<file path="config.mk">
export PLATFORM = sky130hd
export DESIGN_NAME = key_record_stream_parser_core
export DESIGN_NICKNAME = d
export VERILOG_FILES = /design/src/sv/krsp_pkg.sv /design/src/sv/key_record_stream_parser_core.sv
export VERILOG_INCLUDE_DIRS = /design/src /design/src/sv
export SDC_FILE = /design/constraint.sdc
export NUM_CORES = 1
export LEC_CHECK = 0
export ABC_CLOCK_PERIOD_IN_PS = 6160
export BUFFER_PORTS_ARGS = -buffer_cell sky130_fd_sc_hd__buf_2
export CAP_MARGIN = 40
export CORE_UTILIZATION = 40
export CTS_BUF_LIST = sky130_fd_sc_hd__clkbuf_8
export DETAILED_ROUTE_END_ITERATION = 8
export PLACE_DENSITY = 0.68
export SYNTH_ARGS = -nofsm -noshare
export SYNTH_HDL_FRONTEND = slang
export SYNTH_SLANG_ARGS = --single-unit
export TNS_END_PERCENT = 1
</file>
<file path="constraint.sdc">
create_clock -name clk -period 6.16 [get_ports clk]
set_input_delay 0.308 -clock clk [delete_from_list [all_inputs] [get_ports clk]]
set_output_delay 0.308 -clock clk [all_outputs]
set_load 0.005 [all_outputs]
</file>
<file path="src/sv/assert_macros.svh">
// Assertion helpers shared by the RTL of this project.
// The clock is always clk and the reset is always rst_n, active low.
`ifndef ASSERT_MACROS_SVH
`define ASSERT_MACROS_SVH

`ifndef SYNTHESIS

// Checked only while out of reset.
`define ASSERT_CHK(lbl, prop) \
  lbl: assert property (@(posedge clk) disable iff (!rst_n) (prop)) \
    else $error("assertion failed")

// Checked at every clock edge, including during reset.
`define ASSERT_ALWAYS(lbl, prop) \
  lbl: assert property (@(posedge clk) (prop)) \
    else $error("assertion failed")

`else

`define ASSERT_CHK(lbl, prop)
`define ASSERT_ALWAYS(lbl, prop)

`endif

`endif

</file>
<file path="src/sv/krsp_pkg.sv">
package krsp_pkg;

  // Default key length limit; the counter saturates at the smaller of this and 65535.
  localparam logic [31:0] MAX_KEY_LENGTH_DEF = 32'd65535;

  localparam int unsigned CFG_INDEX_W = 2;

  localparam logic [CFG_INDEX_W-1:0] CFG_CATEGORY_PRESENT  = 2'd0;
  localparam logic [CFG_INDEX_W-1:0] CFG_TIMESTAMP_PRESENT = 2'd1;

  typedef enum logic [3:0] {
    PH_ID  = 4'b0001,
    PH_CAT = 4'b0010,
    PH_TS  = 4'b0100,
    PH_KEY = 4'b1000
  } phase_t;

  typedef struct packed {
    logic [7:0] data_byte;
    logic       buffer_start;
  } in_payload_t;

  typedef struct packed {
    logic [31:0]        record_id;
    logic [15:0]        category;
    logic signed [31:0] timestamp;
    logic [7:0]         key_byte;
    logic [15:0]        key_length;
    logic               record_end;
  } out_payload_t;

endpackage

</file>
<file path="src/sv/key_record_stream_parser_core.sv">
// A result appears on out_* in the cycle after the key byte that causes it is accepted.
// Throughput: one byte per cycle while in_stall is low; header bytes are consumed without a result.
// in_stall rises only while the result register holds a transaction that the sink stalls.
// Reset (synchronous, rst_n low) returns the parser to the first id byte, clears the held
// fields and the key count, clears both configuration bits and empties the result register.
`include "assert_macros.svh"

module key_record_stream_parser_core #(
  parameter logic [31:0] MAX_KEY_LENGTH = krsp_pkg::MAX_KEY_LENGTH_DEF
) (
  input  logic                                clk,
  input  logic                                rst_n,
  input  logic                                in_valid,
  output logic                                in_stall,
  input  krsp_pkg::in_payload_t               in_payload,
  output logic                                out_valid,
  input  logic                                out_stall,
  output krsp_pkg::out_payload_t              out_payload,
  input  logic                                cfg_valid,
  output logic                                cfg_ready,
  input  logic [krsp_pkg::CFG_INDEX_W-1:0]    cfg_index,
  input  logic                                cfg_wdata
);

  localparam logic [15:0] KEY_CAP =
    (MAX_KEY_LENGTH < 32'd65535) ? MAX_KEY_LENGTH[15:0] : 16'hFFFF;

  logic                   cat_present_r;
  logic                   ts_present_r;
  krsp_pkg::phase_t       phase_r, phase_nxt, phase_cur;
  logic [1:0]             idx_r, idx_nxt, idx_cur;
  logic [31:0]            id_r, id_nxt;
  logic [15:0]            cat_r, cat_nxt;
  logic [31:0]            ts_r, ts_nxt;
  logic [15:0]            kc_r, kc_nxt, kc_cur;
  logic                   emit;
  logic                   in_acc;
  logic                   out_valid_r;
  krsp_pkg::out_payload_t out_payload_r, out_payload_nxt;
  logic [7:0]             b;

  assign cfg_ready   = 1'b1;
  assign in_stall    = out_valid_r && out_stall;
  assign in_acc      = in_valid && !in_stall;
  assign out_valid   = out_valid_r;
  assign out_payload = out_payload_r;
  assign b           = in_payload.data_byte;

  // A buffer start drops any partial record before the byte is parsed.
  assign phase_cur = in_payload.buffer_start ? krsp_pkg::PH_ID : phase_r;
  assign idx_cur   = in_payload.buffer_start ? 2'd0 : idx_r;
  assign kc_cur    = in_payload.buffer_start ? 16'd0 : kc_r;

  always_comb begin
    phase_nxt       = phase_cur;
    idx_nxt         = idx_cur;
    id_nxt          = id_r;
    cat_nxt         = cat_r;
    ts_nxt          = ts_r;
    kc_nxt          = kc_cur;
    emit            = 1'b0;
    out_payload_nxt = out_payload_r;
    case (phase_cur)
      krsp_pkg::PH_ID: begin
        if (idx_cur == 2'd0) begin
          // First id byte opens a new record, so absent fields read as zero.
          id_nxt  = {24'd0, b};
          cat_nxt = 16'd0;
          ts_nxt  = 32'd0;
          kc_nxt  = 16'd0;
        end else begin
          id_nxt[8*idx_cur +: 8] = b;
        end
        if (idx_cur == 2'd3) begin
          idx_nxt = 2'd0;
          if (cat_present_r) begin
            phase_nxt = krsp_pkg::PH_CAT;
          end else if (ts_present_r) begin
            phase_nxt = krsp_pkg::PH_TS;
          end else begin
            phase_nxt = krsp_pkg::PH_KEY;
          end
        end else begin
          idx_nxt = idx_cur + 2'd1;
        end
      end
      krsp_pkg::PH_CAT: begin
        cat_nxt[8*idx_cur[0] +: 8] = b;
        if (idx_cur[0]) begin
          idx_nxt   = 2'd0;
          phase_nxt = ts_present_r ? krsp_pkg::PH_TS : krsp_pkg::PH_KEY;
        end else begin
          idx_nxt = 2'd1;
        end
      end
      krsp_pkg::PH_TS: begin
        ts_nxt[8*idx_cur +: 8] = b;
        if (idx_cur == 2'd3) begin
          idx_nxt   = 2'd0;
          phase_nxt = krsp_pkg::PH_KEY;
        end else begin
          idx_nxt = idx_cur + 2'd1;
        end
      end
      krsp_pkg::PH_KEY: begin
        emit = 1'b1;
        if (b != 8'd0 && kc_cur < KEY_CAP) begin
          kc_nxt = kc_cur + 16'd1;
        end
        out_payload_nxt.record_id  = id_r;
        out_payload_nxt.category   = cat_r;
        out_payload_nxt.timestamp  = ts_r;
        out_payload_nxt.key_byte   = b;
        out_payload_nxt.key_length = (b != 8'd0 && kc_cur < KEY_CAP) ? kc_cur + 16'd1 : kc_cur;
        out_payload_nxt.record_end = (b == 8'd0);
        if (b == 8'd0) begin
          phase_nxt = krsp_pkg::PH_ID;
          idx_nxt   = 2'd0;
          kc_nxt    = 16'd0;
        end
      end
      default: begin
        phase_nxt = krsp_pkg::PH_ID;
        idx_nxt   = 2'd0;
      end
    endcase
  end

  always_ff @(posedge clk) begin
    if (!rst_n) begin
      cat_present_r <= 1'b0;
      ts_present_r  <= 1'b0;
    end else if (cfg_valid && cfg_ready) begin
      case (cfg_index)
        krsp_pkg::CFG_CATEGORY_PRESENT:  cat_present_r <= cfg_wdata;
        krsp_pkg::CFG_TIMESTAMP_PRESENT: ts_present_r  <= cfg_wdata;
        default: ;
      endcase
    end
  end

  always_ff @(posedge clk) begin
    if (!rst_n) begin
      phase_r <= krsp_pkg::PH_ID;
      idx_r   <= 2'd0;
      id_r    <= 32'd0;
      cat_r   <= 16'd0;
      ts_r    <= 32'd0;
      kc_r    <= 16'd0;
    end else if (in_acc) begin
      phase_r <= phase_nxt;
      idx_r   <= idx_nxt;
      id_r    <= id_nxt;
      cat_r   <= cat_nxt;
      ts_r    <= ts_nxt;
      kc_r    <= kc_nxt;
    end
  end

  always_ff @(posedge clk) begin
    if (!rst_n) begin
      out_valid_r <= 1'b0;
    end else if (!in_stall) begin
      out_valid_r <= in_valid && emit;
    end
  end

  always_ff @(posedge clk) begin
    if (in_acc && emit) begin
      out_payload_r <= out_payload_nxt;
    end
  end

  `ASSERT_ALWAYS(a_stall_needs_result, in_stall |-> out_valid_r);
  `ASSERT_CHK(a_end_has_zero_byte,
              out_valid_r && out_payload_r.record_end |-> out_payload_r.key_byte == 8'd0);
  `ASSERT_CHK(a_length_capped, out_valid_r |-> out_payload_r.key_length <= KEY_CAP);
  `ASSERT_CHK(a_end_restarts_id,
              in_acc && phase_cur == krsp_pkg::PH_KEY && b == 8'd0
              |=> phase_r == krsp_pkg::PH_ID && idx_r == 2'd0 && kc_r == 16'd0);
  `ASSERT_CHK(a_header_silent,
              in_acc && phase_cur != krsp_pkg::PH_KEY |=> !out_valid_r);

endmodule

</file>
Word level (Yosys, flattened, before mapping):

Index checks and enable logic that the tools add are counted.

* mux-type cells: 27
* shift-type cells: 4
* reduce and logical (&&, ||, !) cells: 19
* eq/ne operators: 7
* add/sub/neg operators: 4
* $lt $le $gt $ge: 1

Operators with widths (number)
* $mux 16: 5
* $bwmux 32: 2
* $mux 32: 2
* $pmux 16 s2: 2
* $pmux 32 s2: 1
* $neg 4->34: 1
* $neg 5->34: 1
* $shift 8x34->16 const A: 1
* $shift 8x34->32 const A: 1
* $shiftx 8x34->16: 1
* $shiftx 8x34->32: 1
* $mux 4: 7
* $add 16x1->16 const B: 1
* $bwmux 16: 1
* $lt 16x16->1 const B: 1
* $pmux 4 s4: 1
* $logic_not 8->1: 1
* $reduce_and 2->1: 4
* $reduce_bool 8->1: 1
* $mux 2: 3
* $pmux 2 s3: 1
* $reduce_and 3->1: 2
* $logic_and 1x1->1: 5
* $eq 4x1->1 const B: 1
* 12 further kinds: 15

* output and inout port bits: 108
* register bits after elaboration: 210
* input port bits: 17
* logic and storage cells: 77

Depth between registers and ports, before layout:

* word-level depth: 6
* mapped depth: 12
* depth with buffers taken out: 8

Worst setup path before layout:

OpenSTA, ideal clock, no wires.

* path type: input -> register
* start: in in_payload[0] (netlist bit)
* end: reg out_payload_r, in the netlist out_payload[0], enable pin
* path slack: 115 ps
* arrival: 5473 ps
* library setup time: 572 ps
* buffers on the path: 2
* cell stages on the path: 5
* cell sequence: buf_6 -> clkbuf_1 -> nor3b_1 -> nand2_1 -> nor2_1

* longest elaborated chain between the ends: 5

Ends and longest elaborated chain
* from (decl): RTL line key_record_stream_parser_core.sv:15 `input krsp_pkg::in_payload_t in_payload,`
* $mux 4 (*): RTL line key_record_stream_parser_core.sv:50 `assign phase_cur = in_payload.buffer_start ? krsp_pkg::PH_ID : phase_r;`
* $eq 4x4->1 (*): RTL line key_record_stream_parser_core.sv:63 `case (phase_cur)`
* $mux 1: RTL line key_record_stream_parser_core.sv:63
* $logic_and 1x1->1: RTL line key_record_stream_parser_core.sv:169 `if (in_acc && emit) begin`
* $reduce_and 2->1 (no line) (*)
* to (signal assigned): RTL line key_record_stream_parser_core.sv:170 `out_payload_r <= out_payload_nxt;`
* to (decl): RTL line key_record_stream_parser_core.sv:39 `krsp_pkg::out_payload_t out_payload_r, out_payload_nxt;`

Every way passes the cells marked *; elsewhere a longest branch is shown, timed or not.
A chain may end at the register's enable or synchronous reset.

Worst setup path in the final report:

* start: reg idx_r[1]
* end: reg ts_r[24]

* longest elaborated chain between the ends: 5
* elaborated cells on any way between the ends: 9
* classes of those cells: add/sub: 1; eq/ne: 1; shift: 2; mux: 3; reduce/logical: 2

Ends and longest elaborated chain
* from (decl): RTL line key_record_stream_parser_core.sv:31 `logic [1:0] idx_r, idx_nxt, idx_cur;`
* from (signal assigned): RTL line key_record_stream_parser_core.sv:152 `idx_r <= idx_nxt;`
* $mux 2 (*): RTL line key_record_stream_parser_core.sv:51 `assign idx_cur = in_payload.buffer_start ? 2'd0 : idx_r;`
* $neg 5->34: RTL line key_record_stream_parser_core.sv:97 `ts_nxt[8*idx_cur +: 8] = b;`
* $shiftx 8x34->32 / $shift 8x34->32 (equally long branches): RTL line key_record_stream_parser_core.sv:97
* $bwmux 32: RTL line key_record_stream_parser_core.sv:97
* $pmux 32 s2: RTL line key_record_stream_parser_core.sv:63
* to (signal assigned): RTL line key_record_stream_parser_core.sv:155 `ts_r <= ts_nxt;`
* to (decl): RTL line key_record_stream_parser_core.sv:34 `logic [31:0] ts_r, ts_nxt;`

Marks and branches as above.

==> flow_summary.ini <==
[outcome]
status = complete, no violations

[clock_tree]
cts_max_level = 1
cts.sink_count = 210
cts_tree = yes
clock-root-buffer = clkbuf_8
postCtsSetupBuffers = 0
clk_latency_ns = 0.58
cts_buffer_depth = 3
cts_resized = 0
clk_pin_slew_ns = 0.06
cts_made_buffers = 31

[power]
power.leakage_uw = 0.00367
peakVddDrop_mv = 0.126
pwr-share-comb_pct = 4.1
clkPwrFrac_pct = 38.7
p_sw_share_pct = 23.0
power_uw = 2560
power_density_nw_per_um2 = 265
internal_power_uw = 1970
p_switching_uw = 590
seqPwrFrac_pct = 57.2

[timing]
final-max-slew-violation-count = 0
grt_setup_unrepaired = no
tightest_slew_ns = 0.920
finalCritPeriodShare_pct = 44.0
maxSlewHeadroom_pct = 38.3
skew_ns = 0.0308
fin_crit_ns = 2.71
max_freq_ghz = 0.369
finalSetupViolCount = 0
fin_tns_setup_ns = 0
timing_hold_violations_final = 0

[route]
via_count = 5928
wl_per_cell_um = 16.9
firstDrtPassIters = 5
vias_per_cell = 5.23
drc = 0
wl_um = 19100
ant_nets = 0
drt_iter0_markers = 483

[placement]
dp_hpwl_um = 12400
placed_cells = 1074
port-buffer-count = 123
gp_congestion = 0.864

[critical_path]
worst_r2r_startpoint = idx_r[1]$_SDFFE_PN0P_
slowest_delay_ns = 0.60
reg2reg_slack_ns = 3.45
worstPathCellList = nor2b_1, inv_1, ha_1, nor4b_4, and2_0, nand3_1, mux2i_1
path_max_fanout = 15
slowest_stage = nor4b_4
crit_path_start = idx_r[1]$_SDFFE_PN0P_
arrival_ns = 3.19
reg2reg_to = ts_r[24]$_SDFFE_PN0P_
critPathKind = reg -> reg
required_ns = 6.64
crit_end = ts_r[24]$_SDFFE_PN0P_
start_kind = flop
worst_setup_path_end_kind = flop
rr_worst_depth = 7

[synthesis]
async_flop_share_pct = 0
synth_cell_types = 71
mappedNetlistNets = 740
synth-seq-cells = 210
synth_cells = 717
yosysSeqAreaShare_pct = 63.5
syn_area_per_cell_um2 = 11.5
synth_top_area_share_pct = 38.1
synth.area.top_cells = edfxtp_1 (38%), dfxtp_1 (25%), nand3_1 (3.9%)
synthTopCellsByCount = dfxtp_1 (105), edfxtp_1 (105), nand2_1 (81), nand3_1 (65), nor2_1 (59)
syn_area_um2 = 8280
yosysTopAreaCell = edfxtp_1
ys_warn_count = 0
synth-edff-count = 105
ys.flop_type = edfxtp_1

[die]
row_count = 52
io_pins = 125
core-area_um2 = 20200
fp.dieW_um = 146
die_y_um = 146
die-area_um2 = 21300
initial_utilization_pct = 40.9

[global_route]
grt_usage_pct = 17.8
grt_pass1_vias = 5432
grt_first_pass_wirelength_um = 30200
overflow = 0
grt_max_degree = 61
antenna_found_initial = 0

[worst_hold_path]
hold_path_class = in -> reg

[layout]
nets = 861
nFillCells = 1877
antenna_cells = 0
drive_gt1_share_pct = 21.6
area_growth_pct = 17.0
fin_util_pct = 47.8
fin_cells = 1133

[run]
maxCapViolations = 0
## cells in the final DEF (no fill, tap or decap), types with 7 or more instances in the layout
cell type | netlist | layout
edfxtp_1 | 105 | 105
o21ai_0 | 18 | 18
clkbuf_8 | 0 | 32
nand3_1 | 65 | 65
xnor2_1 | 8 | 8
inv_1 | 11 | 29
nand2_1 | 81 | 81
mux2i_1 | 29 | 29
dfxtp_1 | 105 | 105
a22oi_1 | 33 | 33
nor2b_1 | 7 | 7
a21oi_1 | 39 | 39
nor2_1 | 59 | 58
buf_2 | 5 | 123
## stage by stage
stage	instance area (um2)	worst slack, ns	hold slack, ns
finish	9680	3.45	0.0455
detailed placement	9120	3.11	0.418
global placement	9080	3.20	0.413
CTS	9680	3.46	0.0159
floorplan	8280	0.115	0.407
global route	9680	3.21	0.0236
## state kept, by name, indices dropped and copies added (netlist names), 2 cells and up
register,cells
out_payload,105
id_r,32
ts_r,32
cat_r,16
kc_r,16
phase_r,4
idx_r,2
## worst max-delay path: cells and delay by family (launching register included)
family                   cells  cell delay (ns)
buffers and inverters        1             0.17
adder cells (fa/ha/maj)      1             0.42
multiplexers                 1             0.14
flip-flops                   1             0.33
AND/OR/NAND/NOR              4             1.56
## kinds of logic after synthesis
family | synth area share, %
and+or+nand+nor | 16.8
DFF | 63.5
AOI/OAI and AO/OA | 11.3
buffers and inverters | 2.71
muxes | 3.51
xor gates and xnor gates | 1.16
adders and majority gates | 0.907
other | 0.0453
## worst min-delay path by stage
| stage | start | to | slack (ns) | cells after the start |
|---|---|---|---|---|
| after global routing | rst_n | out_valid$_SDFFE_PN0N_ | 0.02 | 2 |
| after CTS | rst_n | out_valid$_SDFFE_PN0N_ | 0.02 | 2 |
| after global placement | ts_r[24]$_SDFFE_PN0P_ | out_payload[49]$_DFFE_PP_ | 0.41 | 0 |
| final | rst_n | out_valid$_SDFFE_PN0N_ | 0.05 | 2 |
| after detailed placement | ts_r[7]$_SDFFE_PN0P_ | out_payload[32]$_DFFE_PP_ | 0.42 | 0 |
| after floorplan | in_payload[1] | out_payload[17]$_DFFE_PP_ | 0.41 | 0 |
## timing repair
| action | 4_1_cts | 5_1_grt |
|---|---|---|
| hold buffers | 1 | 0 |
| hold endpoints to repair | 2 | 0 |
| endpoints found under the setup margin | 0 | 0 |
## power by group through the flow
stage / clock, uW / combinational [uW] / sequential [uW]
2_1_floorplan: 0 / 73.8 / 1490
3_3_place_gp: 0 / 99.8 / 1500
3_5_place_dp: 0 / 104 / 1500
4_1_cts: 1010 / 105 / 1470
5_1_grt: 1070 / 114 / 1460
6_report: 992 / 106 / 1470
## layout make-up
cell class	count	area [um2]	share of cell area, %
Timing Repair Buffer	129	688	7.11
Inverter	11	41.3	0.427
Sequential cell	210	5260	54.3
Tap cell	270	338	3.49
Clock inverter	26	113	1.16
Clock buffer	32	440	4.55
Multi-Input combinational cell	455	2800	29.0
## routing by layer
layer  track usage (%)  share of wire (%)
met1              25.4                 47
met2              27.7                 46
met5                 0                  0
met3              3.07                5.9
met4              5.47                1.5
(Power assumes the default switching activity.)
